### config.mk
export PLATFORM = sky130hd
export DESIGN_NAME = text_line_and_glyph_segmenter_unit
export DESIGN_NICKNAME = d
export VERILOG_FILES = /design/src/rtl/core/tlgs_pkg.sv /design/src/rtl/core/tlgs_ctrl.sv /design/src/rtl/core/tlgs_dpath.sv /design/src/rtl/core/text_line_and_glyph_segmenter_unit.sv
export VERILOG_INCLUDE_DIRS = /design/src /design/src/rtl/core
export SDC_FILE = /design/constraint.sdc
export NUM_CORES = 1
export LEC_CHECK = 0
export ABC_CLOCK_PERIOD_IN_PS = 4270
export BUFFER_PORTS_ARGS = -buffer_cell sky130_fd_sc_hd__buf_4
export CAP_MARGIN = 20
export CORE_ASPECT_RATIO = 1.4
export CORE_UTILIZATION = 30
export CTS_CLUSTER_SIZE = 20
export DETAILED_ROUTE_END_ITERATION = 8
export HOLD_SLACK_MARGIN = 0.03
export SLEW_MARGIN = 20
export SYNTH_ARGS = -nofsm -noshare
export SYNTH_HDL_FRONTEND = slang
export SYNTH_HIERARCHICAL = 1
export SYNTH_SLANG_ARGS = --single-unit
### constraint.sdc
create_clock -name clk -period 4.27 [get_ports clk]
set_input_delay 0.2135 -clock clk [delete_from_list [all_inputs] [get_ports clk]]
set_output_delay 0.2135 -clock clk [all_outputs]
set_load 0.02 [all_outputs]
### src/rtl/core/assert_macros.svh
// ----------------------------------------------------------------------------
// assert_macros.svh
// Assertion helpers shared by the segmenter modules; empty under SYNTH
// ----------------------------------------------------------------------------
`ifndef ASSERT_MACROS_SVH
`define ASSERT_MACROS_SVH
`ifndef SYNTH
// property must hold at every clock edge out of reset
`define SEG_ASSERT(lbl, clk, rstn, prop) \
	lbl: assert property (@(posedge clk) disable iff (!rstn) (prop)) \
		else $error("segmenter assertion failed");
// expression must never be true out of reset
`define SEG_NEVER(lbl, clk, rstn, expr) \
	lbl: assert property (@(posedge clk) disable iff (!rstn) !(expr)) \
		else $error("segmenter forbidden condition");
`else
`define SEG_ASSERT(lbl, clk, rstn, prop)
`define SEG_NEVER(lbl, clk, rstn, expr)
`endif
`endif

### src/rtl/core/tlgs_pkg.sv
// ----------------------------------------------------------------------------
// tlgs_pkg
// Shared types and constants of the text line and glyph segmenter
// ----------------------------------------------------------------------------
`timescale 1ns / 1ps
`default_nettype none
package tlgs_pkg;

	localparam int PIX_W      = 8;
	localparam int TOP_W      = 10;
	localparam int HGT_W      = 11;
	localparam int LEFT_W     = 7;
	localparam int GW_W       = 8;
	localparam int OUT_DATA_W = 40;

	localparam int CFG_IDX_W = 1;
	localparam int CFG_W     = 11;
	localparam int IMG_W_W   = 8;
	localparam int IMG_H_W   = 11;

	localparam logic [CFG_IDX_W-1:0] CFG_IMAGE_WIDTH  = 1'd0;
	localparam logic [CFG_IDX_W-1:0] CFG_IMAGE_HEIGHT = 1'd1;

	localparam logic [IMG_W_W-1:0] IMAGE_WIDTH_RST  = 8'd128;
	localparam logic [IMG_H_W-1:0] IMAGE_HEIGHT_RST = 11'd1024;

	localparam int MAX_BOXES = 64;
	localparam int BOX_CNT_W = $clog2(MAX_BOXES + 1);

	typedef struct packed {
		logic accept;
		logic sweep;
		logic scan;
		logic flush;
		logic fin;
	} cmd_t;

	typedef struct packed {
		logic close_now;
		logic sweep_done;
		logic out_free;
	} sts_t;

endpackage
`default_nettype wire

### src/rtl/core/tlgs_ctrl.sv
// ----------------------------------------------------------------------------
// tlgs_ctrl
// Sequencer: pixel streaming, column sweeps, run flush and last box release
// ----------------------------------------------------------------------------
`timescale 1ns / 1ps
`default_nettype none
`include "assert_macros.svh"
module tlgs_ctrl (
	input  wire logic           clk,
	input  wire logic           arst_n,
	input  wire logic           s_tvalid,
	output logic                s_tready,
	input  tlgs_pkg::sts_t      sts,
	output tlgs_pkg::cmd_t      cmd
);
	import tlgs_pkg::*;

	typedef enum logic [2:0] {
		ST_CLR,
		ST_RUN,
		ST_WALK,
		ST_FLUSH,
		ST_FIN
	} state_t;

	state_t state_q;

	always_ff @(posedge clk or negedge arst_n) begin
		if (!arst_n) begin
			state_q <= ST_CLR;
		end else begin
			unique case (state_q)
				ST_CLR: begin
					if (sts.sweep_done) state_q <= ST_RUN;
				end
				ST_RUN: begin
					if (s_tvalid && sts.close_now) state_q <= ST_WALK;
				end
				ST_WALK: begin
					if (sts.sweep_done) state_q <= ST_FLUSH;
				end
				ST_FLUSH: begin
					if (sts.out_free) state_q <= ST_FIN;
				end
				ST_FIN: begin
					if (sts.out_free) state_q <= ST_RUN;
				end
				default: state_q <= ST_CLR;
			endcase
		end
	end

	assign s_tready   = (state_q == ST_RUN);
	assign cmd.accept = (state_q == ST_RUN) && s_tvalid;
	assign cmd.sweep  = (state_q == ST_CLR) || (state_q == ST_WALK);
	assign cmd.scan   = (state_q == ST_WALK);
	assign cmd.flush  = (state_q == ST_FLUSH);
	assign cmd.fin    = (state_q == ST_FIN);

	`SEG_ASSERT(a_close_walk, clk, arst_n, (cmd.accept && sts.close_now) |=> (state_q == ST_WALK))
	`SEG_ASSERT(a_walk_cause, clk, arst_n, $rose(cmd.scan) |-> $past(cmd.accept && sts.close_now))
	`SEG_ASSERT(a_walk_flush, clk, arst_n, (cmd.scan && sts.sweep_done) |=> cmd.flush)

endmodule
`default_nettype wire

### src/rtl/core/tlgs_dpath.sv
// ----------------------------------------------------------------------------
// tlgs_dpath
// Datapath: raster counters, column ink memory, run finder and output register
// ----------------------------------------------------------------------------
`timescale 1ns / 1ps
`default_nettype none
`include "assert_macros.svh"
module tlgs_dpath #(
	parameter int MAX_WIDTH  = 128,
	parameter int MAX_HEIGHT = 1024
) (
	input  wire logic                           clk,
	input  wire logic                           arst_n,
	input  tlgs_pkg::cmd_t                      cmd,
	output tlgs_pkg::sts_t                      sts,
	input  wire logic [tlgs_pkg::PIX_W-1:0]     pixel,
	input  wire logic                           cfg_we,
	input  wire logic [tlgs_pkg::CFG_IDX_W-1:0] cfg_index,
	input  wire logic [tlgs_pkg::CFG_W-1:0]     cfg_wdata,
	output logic                                m_tvalid,
	input  wire logic                           m_tready,
	output logic [tlgs_pkg::TOP_W-1:0]          glyph_top,
	output logic [tlgs_pkg::HGT_W-1:0]          glyph_height,
	output logic [tlgs_pkg::LEFT_W-1:0]         glyph_left,
	output logic [tlgs_pkg::GW_W-1:0]           glyph_width,
	output logic                                last_in_line
);
	import tlgs_pkg::*;

	localparam int CA = $clog2(MAX_WIDTH);
	localparam int XW = $clog2(MAX_WIDTH + 1);
	localparam int RA = $clog2(MAX_HEIGHT);
	localparam int YW = $clog2(MAX_HEIGHT + 1);

	// configuration
	logic [IMG_W_W-1:0] width_q;
	logic [IMG_H_W-1:0] height_q;
	logic [XW-1:0]      w_use;
	logic [YW-1:0]      h_use;

	// raster state
	logic [CA-1:0] col_q;
	logic [RA-1:0] row_q;
	logic          row_ink_q;
	logic          line_open_q;
	logic [RA-1:0] top_q;

	// column ink memory
	logic mem [MAX_WIDTH];
	logic          wr_en;
	logic [CA-1:0] wr_addr;
	logic          wr_data;

	// sweep and run finder
	logic [XW-1:0]        addr_q;
	logic                 addr_lt;
	logic                 rd_s1;
	logic [XW-1:0]        idx_s1;
	logic                 v_s1;
	logic                 in_run_q;
	logic [XW-1:0]        start_q;
	logic                 pend_v_q;
	logic [LEFT_W-1:0]    pend_left_q;
	logic [GW_W-1:0]      pend_width_q;
	logic [BOX_CNT_W-1:0] cnt_q;
	logic [RA-1:0]        walk_top_q;
	logic [YW-1:0]        walk_h_q;

	// output register
	logic              o_valid_q;
	logic [TOP_W-1:0]  o_top_q;
	logic [HGT_W-1:0]  o_h_q;
	logic [LEFT_W-1:0] o_left_q;
	logic [GW_W-1:0]   o_width_q;
	logic              o_last_q;

	// per pixel decode
	logic          ink_now;
	logic          ink_eff;
	logic          end_row;
	logic          end_img;
	logic [RA-1:0] top_eff;
	logic          close_now;
	logic [YW-1:0] close_h;
	logic [RA-1:0] close_top;

	// per column decode
	logic          adv;
	logic          scan_bit;
	logic          step_scan;
	logic          step_flush;
	logic          run_end;
	logic [XW-1:0] end_idx;
	logic [XW-1:0] run_len;
	logic          box_found;
	logic          emit;

	always_comb begin
		if (width_q == '0) begin
			w_use = XW'(1);
		end else if (32'(width_q) > MAX_WIDTH) begin
			w_use = XW'(MAX_WIDTH);
		end else begin
			w_use = XW'(width_q);
		end
		if (height_q == '0) begin
			h_use = YW'(1);
		end else if (32'(height_q) > MAX_HEIGHT) begin
			h_use = YW'(MAX_HEIGHT);
		end else begin
			h_use = YW'(height_q);
		end
	end

	assign ink_now   = (pixel != '0);
	assign ink_eff   = row_ink_q | ink_now;
	assign end_row   = !((XW'(col_q) + XW'(1)) < w_use);
	assign end_img   = !((YW'(row_q) + YW'(1)) < h_use);
	assign top_eff   = line_open_q ? top_q : row_q;
	assign close_now = end_row && (ink_eff ? end_img : line_open_q);
	assign close_h   = ink_eff ? (YW'(row_q) - YW'(top_eff) + YW'(1))
	                           : (YW'(row_q) - YW'(top_q));
	assign close_top = ink_eff ? top_eff : top_q;

	assign adv        = !o_valid_q || m_tready;
	assign addr_lt    = (addr_q < XW'(MAX_WIDTH));
	assign scan_bit   = rd_s1 && (idx_s1 < w_use);
	assign step_scan  = cmd.sweep && cmd.scan && adv && v_s1;
	assign step_flush = cmd.flush && adv;
	assign run_end    = in_run_q && ((step_scan && !scan_bit) || step_flush);
	assign end_idx    = step_flush ? w_use : idx_s1;
	assign run_len    = end_idx - start_q;
	assign box_found  = run_end && (cnt_q < BOX_CNT_W'(MAX_BOXES));
	assign emit       = pend_v_q && (box_found || (cmd.fin && adv));

	assign wr_en   = (cmd.accept && ink_now) || (cmd.sweep && adv && addr_lt);
	assign wr_addr = cmd.sweep ? addr_q[CA-1:0] : col_q;
	assign wr_data = !cmd.sweep;

	// memory and read register
	always_ff @(posedge clk) begin
		if (wr_en) mem[wr_addr] <= wr_data;
		if (cmd.sweep && adv && addr_lt) begin
			rd_s1  <= mem[addr_q[CA-1:0]];
			idx_s1 <= addr_q;
		end
	end

	// control state
	always_ff @(posedge clk or negedge arst_n) begin
		if (!arst_n) begin
			width_q     <= IMAGE_WIDTH_RST;
			height_q    <= IMAGE_HEIGHT_RST;
			col_q       <= '0;
			row_q       <= '0;
			row_ink_q   <= 1'b0;
			line_open_q <= 1'b0;
			top_q       <= '0;
			addr_q      <= '0;
			v_s1        <= 1'b0;
			in_run_q    <= 1'b0;
			pend_v_q    <= 1'b0;
			cnt_q       <= '0;
			o_valid_q   <= 1'b0;
		end else begin
			if (cfg_we) begin
				unique case (cfg_index)
					CFG_IMAGE_WIDTH:  width_q  <= cfg_wdata[IMG_W_W-1:0];
					CFG_IMAGE_HEIGHT: height_q <= cfg_wdata[IMG_H_W-1:0];
				endcase
			end

			if (cmd.accept) begin
				if (!end_row) begin
					col_q     <= col_q + CA'(1);
					row_ink_q <= ink_eff;
				end else begin
					col_q     <= '0;
					row_ink_q <= 1'b0;
					if (!end_img) begin
						row_q <= row_q + RA'(1);
						if (ink_eff) begin
							if (!line_open_q) begin
								line_open_q <= 1'b1;
								top_q       <= row_q;
							end
						end else begin
							line_open_q <= 1'b0;
						end
					end else begin
						row_q       <= '0;
						top_q       <= '0;
						line_open_q <= 1'b0;
					end
				end
				if (close_now) begin
					addr_q   <= '0;
					v_s1     <= 1'b0;
					in_run_q <= 1'b0;
					pend_v_q <= 1'b0;
					cnt_q    <= '0;
				end
			end else begin
				if (cmd.sweep && adv) begin
					if (addr_lt) begin
						addr_q <= addr_q + XW'(1);
						v_s1   <= 1'b1;
					end else begin
						v_s1 <= 1'b0;
					end
				end
				if (step_scan && scan_bit && !in_run_q) in_run_q <= 1'b1;
				if (run_end) in_run_q <= 1'b0;
				if (box_found) begin
					cnt_q    <= cnt_q + BOX_CNT_W'(1);
					pend_v_q <= 1'b1;
				end
				if (cmd.fin && adv) pend_v_q <= 1'b0;
			end

			if (emit) begin
				o_valid_q <= 1'b1;
			end else if (m_tready) begin
				o_valid_q <= 1'b0;
			end
		end
	end

	// payload
	always_ff @(posedge clk) begin
		if (cmd.accept && close_now) begin
			walk_top_q <= close_top;
			walk_h_q   <= close_h;
		end
		if (step_scan && scan_bit && !in_run_q) start_q <= idx_s1;
		if (box_found) begin
			pend_left_q  <= LEFT_W'(start_q);
			pend_width_q <= GW_W'(run_len);
		end
		if (emit) begin
			o_top_q   <= TOP_W'(walk_top_q);
			o_h_q     <= HGT_W'(walk_h_q);
			o_left_q  <= pend_left_q;
			o_width_q <= pend_width_q;
			o_last_q  <= cmd.fin;
		end
	end

	assign sts.close_now  = close_now;
	assign sts.sweep_done = (addr_q == XW'(MAX_WIDTH)) && !v_s1;
	assign sts.out_free   = adv;

	assign m_tvalid     = o_valid_q;
	assign glyph_top    = o_top_q;
	assign glyph_height = o_h_q;
	assign glyph_left   = o_left_q;
	assign glyph_width  = o_width_q;
	assign last_in_line = o_last_q;

	`SEG_NEVER(a_emit_busy, clk, arst_n, emit && o_valid_q && !m_tready)
	`SEG_NEVER(a_acc_sweep, clk, arst_n, cmd.accept && cmd.sweep)
	`SEG_ASSERT(a_cnt_bound, clk, arst_n, cnt_q <= BOX_CNT_W'(MAX_BOXES))

endmodule
`default_nettype wire

### src/rtl/core/text_line_and_glyph_segmenter_unit.sv
// ----------------------------------------------------------------------------
// text_line_and_glyph_segmenter_unit
// Projection profile segmentation of a binarized raster image into glyph boxes
// ----------------------------------------------------------------------------
// channel   dir  handshake           payload
// s_*       in   s_tvalid/s_tready   s_tdata: pixel
// m_*       out  m_tvalid/m_tready   m_tdata: glyph box, m_tlast: last_in_line
// cfg_*     in   cfg_we              cfg_index, cfg_wdata
//
// one pixel per cycle while streaming
// a line close runs the column sweep, flush and last box release, which stall
// while the output side holds m_tready low
// after reset a clearing pass zeroes the column memory with s_tready low;
// configuration writes are taken at any time
// ----------------------------------------------------------------------------
`timescale 1ns / 1ps
`default_nettype none
module text_line_and_glyph_segmenter_unit #(
	parameter int MAX_WIDTH  = 128,
	parameter int MAX_HEIGHT = 1024
) (
	input  wire logic                            clk,
	input  wire logic                            arst_n,
	input  wire logic                            s_tvalid,
	output logic                                 s_tready,
	// pixel[7:0]
	input  wire logic [tlgs_pkg::PIX_W-1:0]      s_tdata,
	output logic                                 m_tvalid,
	input  wire logic                            m_tready,
	// glyph_top[9:0], glyph_height[20:10], glyph_left[27:21], glyph_width[35:28]
	output logic [tlgs_pkg::OUT_DATA_W-1:0]      m_tdata,
	output logic                                 m_tlast,
	input  wire logic                            cfg_we,
	input  wire logic [tlgs_pkg::CFG_IDX_W-1:0]  cfg_index,
	input  wire logic [tlgs_pkg::CFG_W-1:0]      cfg_wdata
);
	import tlgs_pkg::*;

	localparam int PAD_W = OUT_DATA_W - TOP_W - HGT_W - LEFT_W - GW_W;

	cmd_t cmd;
	sts_t sts;

	logic [TOP_W-1:0]  glyph_top;
	logic [HGT_W-1:0]  glyph_height;
	logic [LEFT_W-1:0] glyph_left;
	logic [GW_W-1:0]   glyph_width;

	tlgs_ctrl u_ctrl (
		.clk      (clk),
		.arst_n   (arst_n),
		.s_tvalid (s_tvalid),
		.s_tready (s_tready),
		.sts      (sts),
		.cmd      (cmd)
	);

	tlgs_dpath #(
		.MAX_WIDTH  (MAX_WIDTH),
		.MAX_HEIGHT (MAX_HEIGHT)
	) u_dpath (
		.clk          (clk),
		.arst_n       (arst_n),
		.cmd          (cmd),
		.sts          (sts),
		.pixel        (s_tdata),
		.cfg_we       (cfg_we),
		.cfg_index    (cfg_index),
		.cfg_wdata    (cfg_wdata),
		.m_tvalid     (m_tvalid),
		.m_tready     (m_tready),
		.glyph_top    (glyph_top),
		.glyph_height (glyph_height),
		.glyph_left   (glyph_left),
		.glyph_width  (glyph_width),
		.last_in_line (m_tlast)
	);

	assign m_tdata = {{PAD_W{1'b0}}, glyph_width, glyph_left, glyph_height, glyph_top};

endmodule
`default_nettype wire
# Yosys cells after proc, flatten, opt, wreduce, memory -nomap -nowiden
# Memories as Yosys holds them, arrays and structs flattened. A register that Yosys moved wholly into a read port is not among the register bits.
# Cells that the tools add are included.
# Widths: inputs -> output; s select.
# totals
regBits	159
mem_bits_rw	128
in_bits	25
out_inout_bits	43
mem_count	1
# mem_list
name	depth	word_bits	rd	rd_clocked_by_memory_dff	wr	line	source
u_dpath.mem	128	1	1	1	1	tlgs_dpath.sv:49	logic mem [MAX_WIDTH];
# classes
add_sub_neg	10
magnitude_cmp	7
eq_ne	11
n_mux	43
bitwise_logic	3
n_reduce_logical	51
# ops
cell	n
$mux 8	7
$mux 10	4
$mux 7	5
$mux 11	3
$sub 10x10->11	2
$logic_and 1x1->1	20
$mux 1	18
$lt 8x8->1	2
$mux 3	5
$pmux 3 s5	1
$add 7x1->7 const B	2
$reduce_and 2->1	7
$add 10x1->11 const B	1
$add 11x1->11 const B	1
$gt 11x11->1 const B	1
$logic_not 11->1	1
$lt 11x11->1	1
$add 10x1->10 const B	1
$ne 2x2->1 const B	5
$add 7x1->8 const B	1
$add 8x1->8 const B	1
$eq 8x8->1 const B	1
$gt 8x8->1 const B	1
$logic_not 8->1	1
17 further kinds	33

# Logic depth before layout (Yosys ltp)
# Gate-level depths: netlist of the first run.
# logic_depth
ltp_word	13
depth_mapped	16

# By module
# The synthesis of the first run kept the hierarchy.
# by_module_without_submodules
module	instances	cells_each	area_each_um2
tlgs_dpath	1	1144	14074.7
tlgs_ctrl	1	22	197.7
text_line_and_glyph_segmenter_unit	1	5	33.8

# Worst setup path before layout of the first run
# OpenSTA, ideal clock, no wires.
# synth_timing
path_kind	register to register
from	register u_ctrl.state_q[2]
to	memory u_dpath.mem[25], enable pin
setup_time_ns	0.302
arrival_ns	3.672
required_time_ns	3.968
setup_slack_ns	0.296
stages_incl_launch_ff	7
path_buffers	1
synth_period_minus_slack_ns	3.974
path_cell_list	dfrtp_1 nor2_1 clkinv_1 o31ai_1 nand3_1 clkbuf_1 nor2_1
# synth_rtl
item	line	source
start: declaration	tlgs_ctrl.sv:26	state_t state_q;
start signal: assignment	tlgs_ctrl.sv:30	state_q <= ST_CLR;
start signal: assignment	tlgs_ctrl.sv:34	if (sts.sweep_done) state_q <= ST_RUN;
start signal: assignment	tlgs_ctrl.sv:37	if (s_tvalid && sts.close_now) state_q <= ST_WALK;
end: declaration	tlgs_dpath.sv:49	

# Final worst setup path of the first run
# layout_timing
from	register u_dpath.row_q[0]
to	register u_dpath.walk_h_q[1], enable pin
# layout_via
elab_chain_cells	6
# layout_rtl
item	line	source
start: declaration	tlgs_dpath.sv:43	logic [RA-1:0] row_q;
start signal: assignment	tlgs_dpath.sv:181	row_q <= row_q + RA'(1);
$add 10x1->11	tlgs_dpath.sv:118	assign end_img = !((YW'(row_q) + YW'(1)) < h_use);
$lt 11x11->1	tlgs_dpath.sv:118	
$logic_not 1->1	tlgs_dpath.sv:118	
$mux 1	tlgs_dpath.sv:120	assign close_now = end_row && (ink_eff ? end_img : line_open_q);
$logic_and 1x1->1	tlgs_dpath.sv:120	
$logic_and 1x1->1	tlgs_dpath.sv:231	if (cmd.accept && close_now) begin
end signal: assignment	tlgs_dpath.sv:233	walk_h_q <= close_h;
end: declaration	tlgs_dpath.sv:67	logic [YW-1:0] walk_h_q;
# No other way between the ends.
# A chain may end at the register's enable or synchronous reset.

==> results.toml, run 1 <==
[yosys]
synth_cell_types = 77
yosys_register_bits = 288
yosys.area.top_type = "edfxtp_1"
synth_area_mm2 = 0.01431
yosys_warnings = 6
synth_top_area_share = 0.4576
ys_seq_area_frac = 0.5802
synth_flop_cell = "edfxtp_1"
netlist_top_cells_area = "edfxtp_1, dfrtp_1, ha_1, nor2_1, mux4_2"
synth.avg_cell_area_um2 = 12.22
async_flop_share = 0.2431
synth_enable_flop_cells = 218
syn_inst = 1171

[finish]
post_route_cells_drive_above_1_share = 0.1552
areaGrowthSynthToFinish_pct = 14.82
fin_area_mm2 = 0.01643
fin_nets = 1335
nFillCells = 4659
antenna_cells = 0

[clock_tree]
cts_buffers = 27
clk_pin_slew_worst_paths_ns = 0.06
cts_root_buf = "clkbuf_16"
cts_setup_buffers = 0
worstSkewPairLatency_ns = 0.57
cts_hold_buf = 12
cts_tree = "done"
ctsResizeCount = 0
htreeDepth = 1
clk_path_buf_depth = 3
clock-sinks = 288

[floorplan]
row_count = 94
die-area_mm2 = 0.04858
die_x_um = 186.6
initial_utilization = 0.3041
die_y_um = 260.4
core_mm2 = 0.04705
io_pins = 68

[placement]
dpl_worst_slack_ns = 0.8014
routabilityCongestion = 0.8283
dp_hpwl_mm = 21.52
io_buffer_count = 63
dpl_cell_area_mm2 = 0.01543

[outcome]
status = "finished clean"

[global_route]
grt_max_degree = 89
grt_overflow = 0
grt_pass1_vias = 9470
antenna_found_initial = 0
grt_first_pass_wirelength_mm = 49.72
grt_use_total = 0.1273

[detailed_routing]
drt_iter0_drc = 514
drt-vias-per-instance = 4.834
drc = 0
wl_per_cell_um = 16.18
via_count = 9122
drt-pass1-iter-count = 5
wl_mm = 30.54
ant_nets = 0

[pwr]
p_total_mw = 5.635
p_per_area_mw_per_mm2 = 343.0
power_leakage_nw = 6.170
ir_worst_vdd_uv = 300.0

[setup_path]
cp_common_cell = "ha_1"
r2r_slack_ns = 0.77
endpoint_kind = "register"
path_buf_inv = 2
crit_family = "simple AND/OR/NAND/NOR gates"
crit_path_start_kind = "register"
crit_slowest_cell = "dfrtp_1"
worst_ep_arrival_time_ns = 3.68
slowest_delay_ns = 0.48
critPathMaxFanout = 22
cp.required_ns = 4.45
cp_cell_sequence = "ha_1 -> nand3_1 -> nor2_1 -> xor2_1 -> ha_1 -> and4_1 -> o211ai_1 -> o21bai_4 -> nand2_4 -> o2111ai_2 -> buf_4 -> inv_2"
worst-setup-path-type = "register to register"

[timing]
fin_crit_sh = 0.8192
rsz0062_at_grt = "false"
tightest_slew_ns = 1.047
relSlewSlack = 0.2963
holdWs_ns = 0.08953
max_freq_ghz = 0.2859
finalClockSkew_ns = 0.02434
period_needed_ns = 3.498
maxSlewViolCount = 0
hold_viol_final = 0
finalSetupViolCount = 0
final.setup.worst_slack_ns = 0.7722
setup-tns-final_ns = 0

[worst_hold_path]
hp-class = "primary input to register"

[flow_run]
maxCapViolations = 0
[through the flow]
step	util	std cells
after floorplan	-	1174
after global placement	0.3280	1825
after detailed placement	0.3280	1825
after CTS	0.3491	1887
after global routing	0.3491	1887
final	0.3491	1887
[sequential cells by signal, summed over array words and instances (netlist names), 3 cells and up]
signal	flops
u_dpath/mem	128
u_dpath/glyph_height	11
u_dpath/height_q	11
u_dpath/walk_h_q	11
u_dpath/glyph_top	10
u_dpath/row_q	10
u_dpath/top_q	10
u_dpath/walk_top_q	10
u_dpath/addr_q	8
u_dpath/glyph_width	8
u_dpath/idx_s1	8
u_dpath/pend_width_q	8
u_dpath/start_q	8
u_dpath/width_q	8
u_dpath/cnt_q	7
u_dpath/col_q	7
u_dpath/glyph_left	7
u_dpath/pend_left_q	7
u_ctrl/state_q	3
[area by class of cell]
type,instances,area (um2),share of cell area
flip-flops and latches,288,8302,0.5054
multi-input cells,786,5565,0.3388
clock buffers,36,739.5,0.04502
clock inverters,14,133.9,0.008150
well taps,624,780.7,0.04753
repair buffers,94,735.7,0.04479
inverters,45,168.9,0.01028
[path summary, 6_finish.rpt]
path	from	to	cells past startpoint
setup / recovery	u_dpath/row_q[0]$_DFFE_PN0P_	u_dpath/walk_h_q[1]$_DFFE_PP_	12
hold / removal	cfg_index	u_dpath/width_q[7]$_DFFE_PN1P_	4
setup reg to reg	u_dpath/row_q[0]$_DFFE_PN0P_	u_dpath/walk_h_q[1]$_DFFE_PP_	12
hold reg to reg	u_dpath/pend_width_q[2]$_DFFE_PP_	u_dpath/glyph_width[2]$_DFFE_PP_	0
max in group asynchronous	arst_n	u_dpath/addr_q[0]$_DFFE_PN0P_	2
min in group asynchronous	arst_n	u_dpath/height_q[2]$_DFFE_PN0P_	2
[where the power goes]
part           internal, mW  switching [mW]
clock network          1.34            1.05
registers              3.01          0.0293
logic                0.0874           0.116
total                  4.44            1.20
[synthesized netlist by cell type (all sizes together) (7+ instances only)]
master and n:
nor2 175, xor2 9, mux2i 23, a31oi 7
a41o 8, mux2 23, o31ai 14, dfrtp 68
xnor2 21, o21a 7, nand2 100, edfxtp 218
buf 24, and3 9, a21oi 46, nand2b 14
mux4 33, ha 65, clkbuf 31, o21ai 65
nor3 12, or3 11, a21o 7, nor2b 7
inv 42, nand3 48
[cells in the final DEF (no fill, tap or decap), types with 5 or more instances in the layout]
cell	synthesis	final
a41o_1	8	8
clkbuf_16	0	27
dlygate4sd3_1	0	12
nor3b_1	6	6
a211o_1	5	5
edfxtp_1	218	218
a31oi_1	7	7
inv_2	4	5
inv_1	38	38
a211oi_1	6	6
and3_1	9	9
o21a_1	7	7
nand3_1	48	48
dfrtp_1	68	67
mux4_1	10	10
mux4_2	23	23
nand2b_1	14	14
o31ai_1	12	12
nor2_1	175	175
xnor2_1	21	21
mux2_2	22	22
clkbuf_1	31	6
ha_1	65	65
a21oi_1	46	46
o21ai_0	65	65
a21o_1	7	7
buf_4	6	82
clkinv_2	0	5
nor3_1	10	10
or3_1	11	11
mux2i_1	23	23
nor2b_1	7	7
nand2_1	99	99
xor2_1	9	9
[worst min-delay path, delay by kind of cell]
family / cells / cell delay, ns
simple gates: 2 / 0.26
buf+inv: 1 / 0.08
compound gates: 1 / 0.07
[per-layer routing]
layer,routed length [um],up-vias,part of all wire,GRT usage
met5,0,-,0,0
met4,644,0,0.021,0.03893
met3,1139,43,0.037,0.01748
met2,16650,159,0.55,0.2525
met1,12110,4468,0.40,0.1382
li1,-,4452,-,-
[cell families after synthesis]
group                    synth area share
AO/OA/AOI/OAI                     0.09008
XOR/XNOR                          0.01837
adder cells (fa/ha/maj)           0.06105
buffers and inverters             0.03157
flip-flops                         0.5802
multiplexers                      0.08903
other                           0.0002621
AND/OR/NAND/NOR                    0.1294
Power figures use the tool's default switching activity.
==> run 2: changes to the inputs <==
--- a/config.mk
+++ b/config.mk
@@ -6,7 +6,7 @@
 export SDC_FILE = /design/constraint.sdc
 export NUM_CORES = 1
 export LEC_CHECK = 0
-export ABC_CLOCK_PERIOD_IN_PS = 4270
+export ABC_CLOCK_PERIOD_IN_PS = 3100
 export BUFFER_PORTS_ARGS = -buffer_cell sky130_fd_sc_hd__buf_4
 export CAP_MARGIN = 20
 export CORE_ASPECT_RATIO = 1.4
==> constraint.sdc (replaced) <==
create_clock -name clk -period 3.1 [get_ports clk]
set_input_delay 0.155 -clock clk [delete_from_list [all_inputs] [get_ports clk]]
set_output_delay 0.155 -clock clk [all_outputs]
set_load 0.02 [all_outputs]
==> results.toml, run 2 (synthesis gave the netlist of run 1 again) <==
[global_route]
grt_use_total = 0.1318
antenna_found_initial = 0
grt_overflow = 0
grt_pass1_vias = 9545
grt_first_pass_wirelength_mm = 51.14
grt_max_degree = 101

[setup_path]
worst-setup-path-type = "register to register"
endpoint_kind = "register"
crit_path_start_kind = "register"
cp.required_ns = 3.54
critPathMaxFanout = 10
worst_ep_arrival_time_ns = 3.39

[finish]
nFillCells = 4591
fin_area_mm2 = 0.01694
final_common_cell = "edfxtp_1"
post_route_cells_drive_above_1_share = 0.1905
final_cell_count_no_fill = 1936
fin_nets = 1383
fin_util = 0.3600
largest_reg_flops = 128
regMostFlops = "u_dpath/mem"
antenna_cells = 0
areaGrowthSynthToFinish_pct = 18.39
layout_common_cells = "edfxtp_1, nor2_1, buf_4, nand2_1"

[clock_tree]
cts_buffers = 28
htreeDepth = 1
cts_tree = "done"
clock-sinks = 288
clk_path_buf_depth = 3
worstSkewPairLatency_ns = 0.56
cts_root_buf = "clkbuf_16"
clk_pin_slew_worst_paths_ns = 0.06

[pwr]
ir_worst_vdd_uv = 368.3
p_total_mw = 7.939
power_leakage_nw = 6.429
p_per_area_mw_per_mm2 = 468.7

[timing]
finalClockSkew_ns = 0.01116
fin_crit_sh = 0.9499
period_needed_ns = 2.945
relSlewSlack = 0.3741
tightest_slew_ns = 0.9389
finalSetupViolCount = 0
hold_viol_final = 0
setup-tns-final_ns = 0
maxSlewViolCount = 0
max_freq_ghz = 0.3396

[placement]
dp_hpwl_mm = 22.03
routabilityCongestion = 0.8140
io_buffer_count = 63
dpl_cell_area_mm2 = 0.01581
dp.cells = 1869

[detailed_routing]
drt-pass1-iter-count = 5
via_count = 9446
ant_nets = 0
drt-vias-per-instance = 4.879
drt_iter0_drc = 585
drc = 0
wl_per_cell_um = 16.47
wl_mm = 31.88

[flow_run]
maxCapViolations = 0

[floorplan]
initial_utilization = 0.3041
die_y_um = 260.4
die_x_um = 186.6
row_count = 94
io_pins = 68
core_mm2 = 0.04705
die-area_mm2 = 0.04858

[outcome]
status = "finished clean"

[worst_hold_path]
hp-class = "primary input to register"
[run 2: repair_timing]
| action | 4_1_cts | 5_1_grt |
|---|---|---|
| hold buffers | 14 | 0 |
| resized for setup | 0 | 17 |
| hold endpoints to repair | 88 | 0 |
| setup buffers | 0 | 1 |
| endpoints found under the setup margin | 0 | 44 |
[run 2: worst paths after layout]
| path | start | to | cells past startpoint | slack, ns |
|---|---|---|---|---|
| max reg2reg | u_dpath/width_q[7]$_DFFE_PN1P_ | u_dpath/cnt_q[2]$_DFFE_PN0P_ | 10 | 0.16 |
| min reg2reg | u_dpath/pend_width_q[0]$_DFFE_PP_ | u_dpath/glyph_width[0]$_DFFE_PP_ | 0 | 0.41 |
| min in group asynchronous | arst_n | u_dpath/height_q[3]$_DFFE_PN0P_ | 2 | 0.28 |
| min | m_tready | u_dpath/m_tvalid$_DFFE_PN0P_ | 4 | 0.08 |
| max | u_dpath/width_q[7]$_DFFE_PN1P_ | u_dpath/cnt_q[2]$_DFFE_PN0P_ | 10 | 0.16 |
| max in group asynchronous | arst_n | u_dpath/addr_q[0]$_DFFE_PN0P_ | 2 | 2.15 |
[run 2: through the flow]
step / hold slack [ns] / worst slack, ns
finish: 0.07542 / 0.1554
global route: 0.09444 / -0.02346
CTS: 0.04302 / 0.004989
detailed placement: 0.3552 / 0.02652
global placement: 0.3444 / 0.08389
floorplan: -0.1406 / 0.003983
[run 2: layout make-up]
| cell class | count | area (um2) | share of cell area |
|---|---|---|---|
| repair buffers | 141 | 1122 | 0.06626 |
| well taps | 624 | 780.7 | 0.04610 |
| clock inverters | 10 | 116.4 | 0.006870 |
| clock buffers | 42 | 814.5 | 0.04809 |
| flip-flops and latches | 288 | 8304 | 0.4903 |
| inverters | 45 | 176.4 | 0.01042 |
| multi-input cells | 786 | 5623 | 0.3320 |
[run 2: critical path: stages (launching register included)]
cell and delay, ns:
dfstp_2 0.54, clkinv_1 0.20, nand2_1 0.26, ha_1 0.18, a21boi_1 0.20, a2111oi_1 0.12
o31ai_2 0.39, o2111ai_2 0.26, buf_6 0.21, and2_1 0.18, a211o_1 0.30
[run 2: per-layer routing]
metal  share of wire  wire length [um]  track usage  up-vias
met5               0                 0            0        -
met4           0.030               969      0.05146        0
met3           0.035              1120      0.01789       59
met2            0.54             17140       0.2505      195
met1            0.40             12650       0.1479     4648
li1                -                 -            -     4544
[run 2: power breakdown]
part	total, mW	internal, mW	leakage, nW	switching [mW]
clock	3.43	1.98	0.445	1.45
combinational	0.323	0.143	3.05	0.180
sequential	4.18	4.14	2.94	0.0400
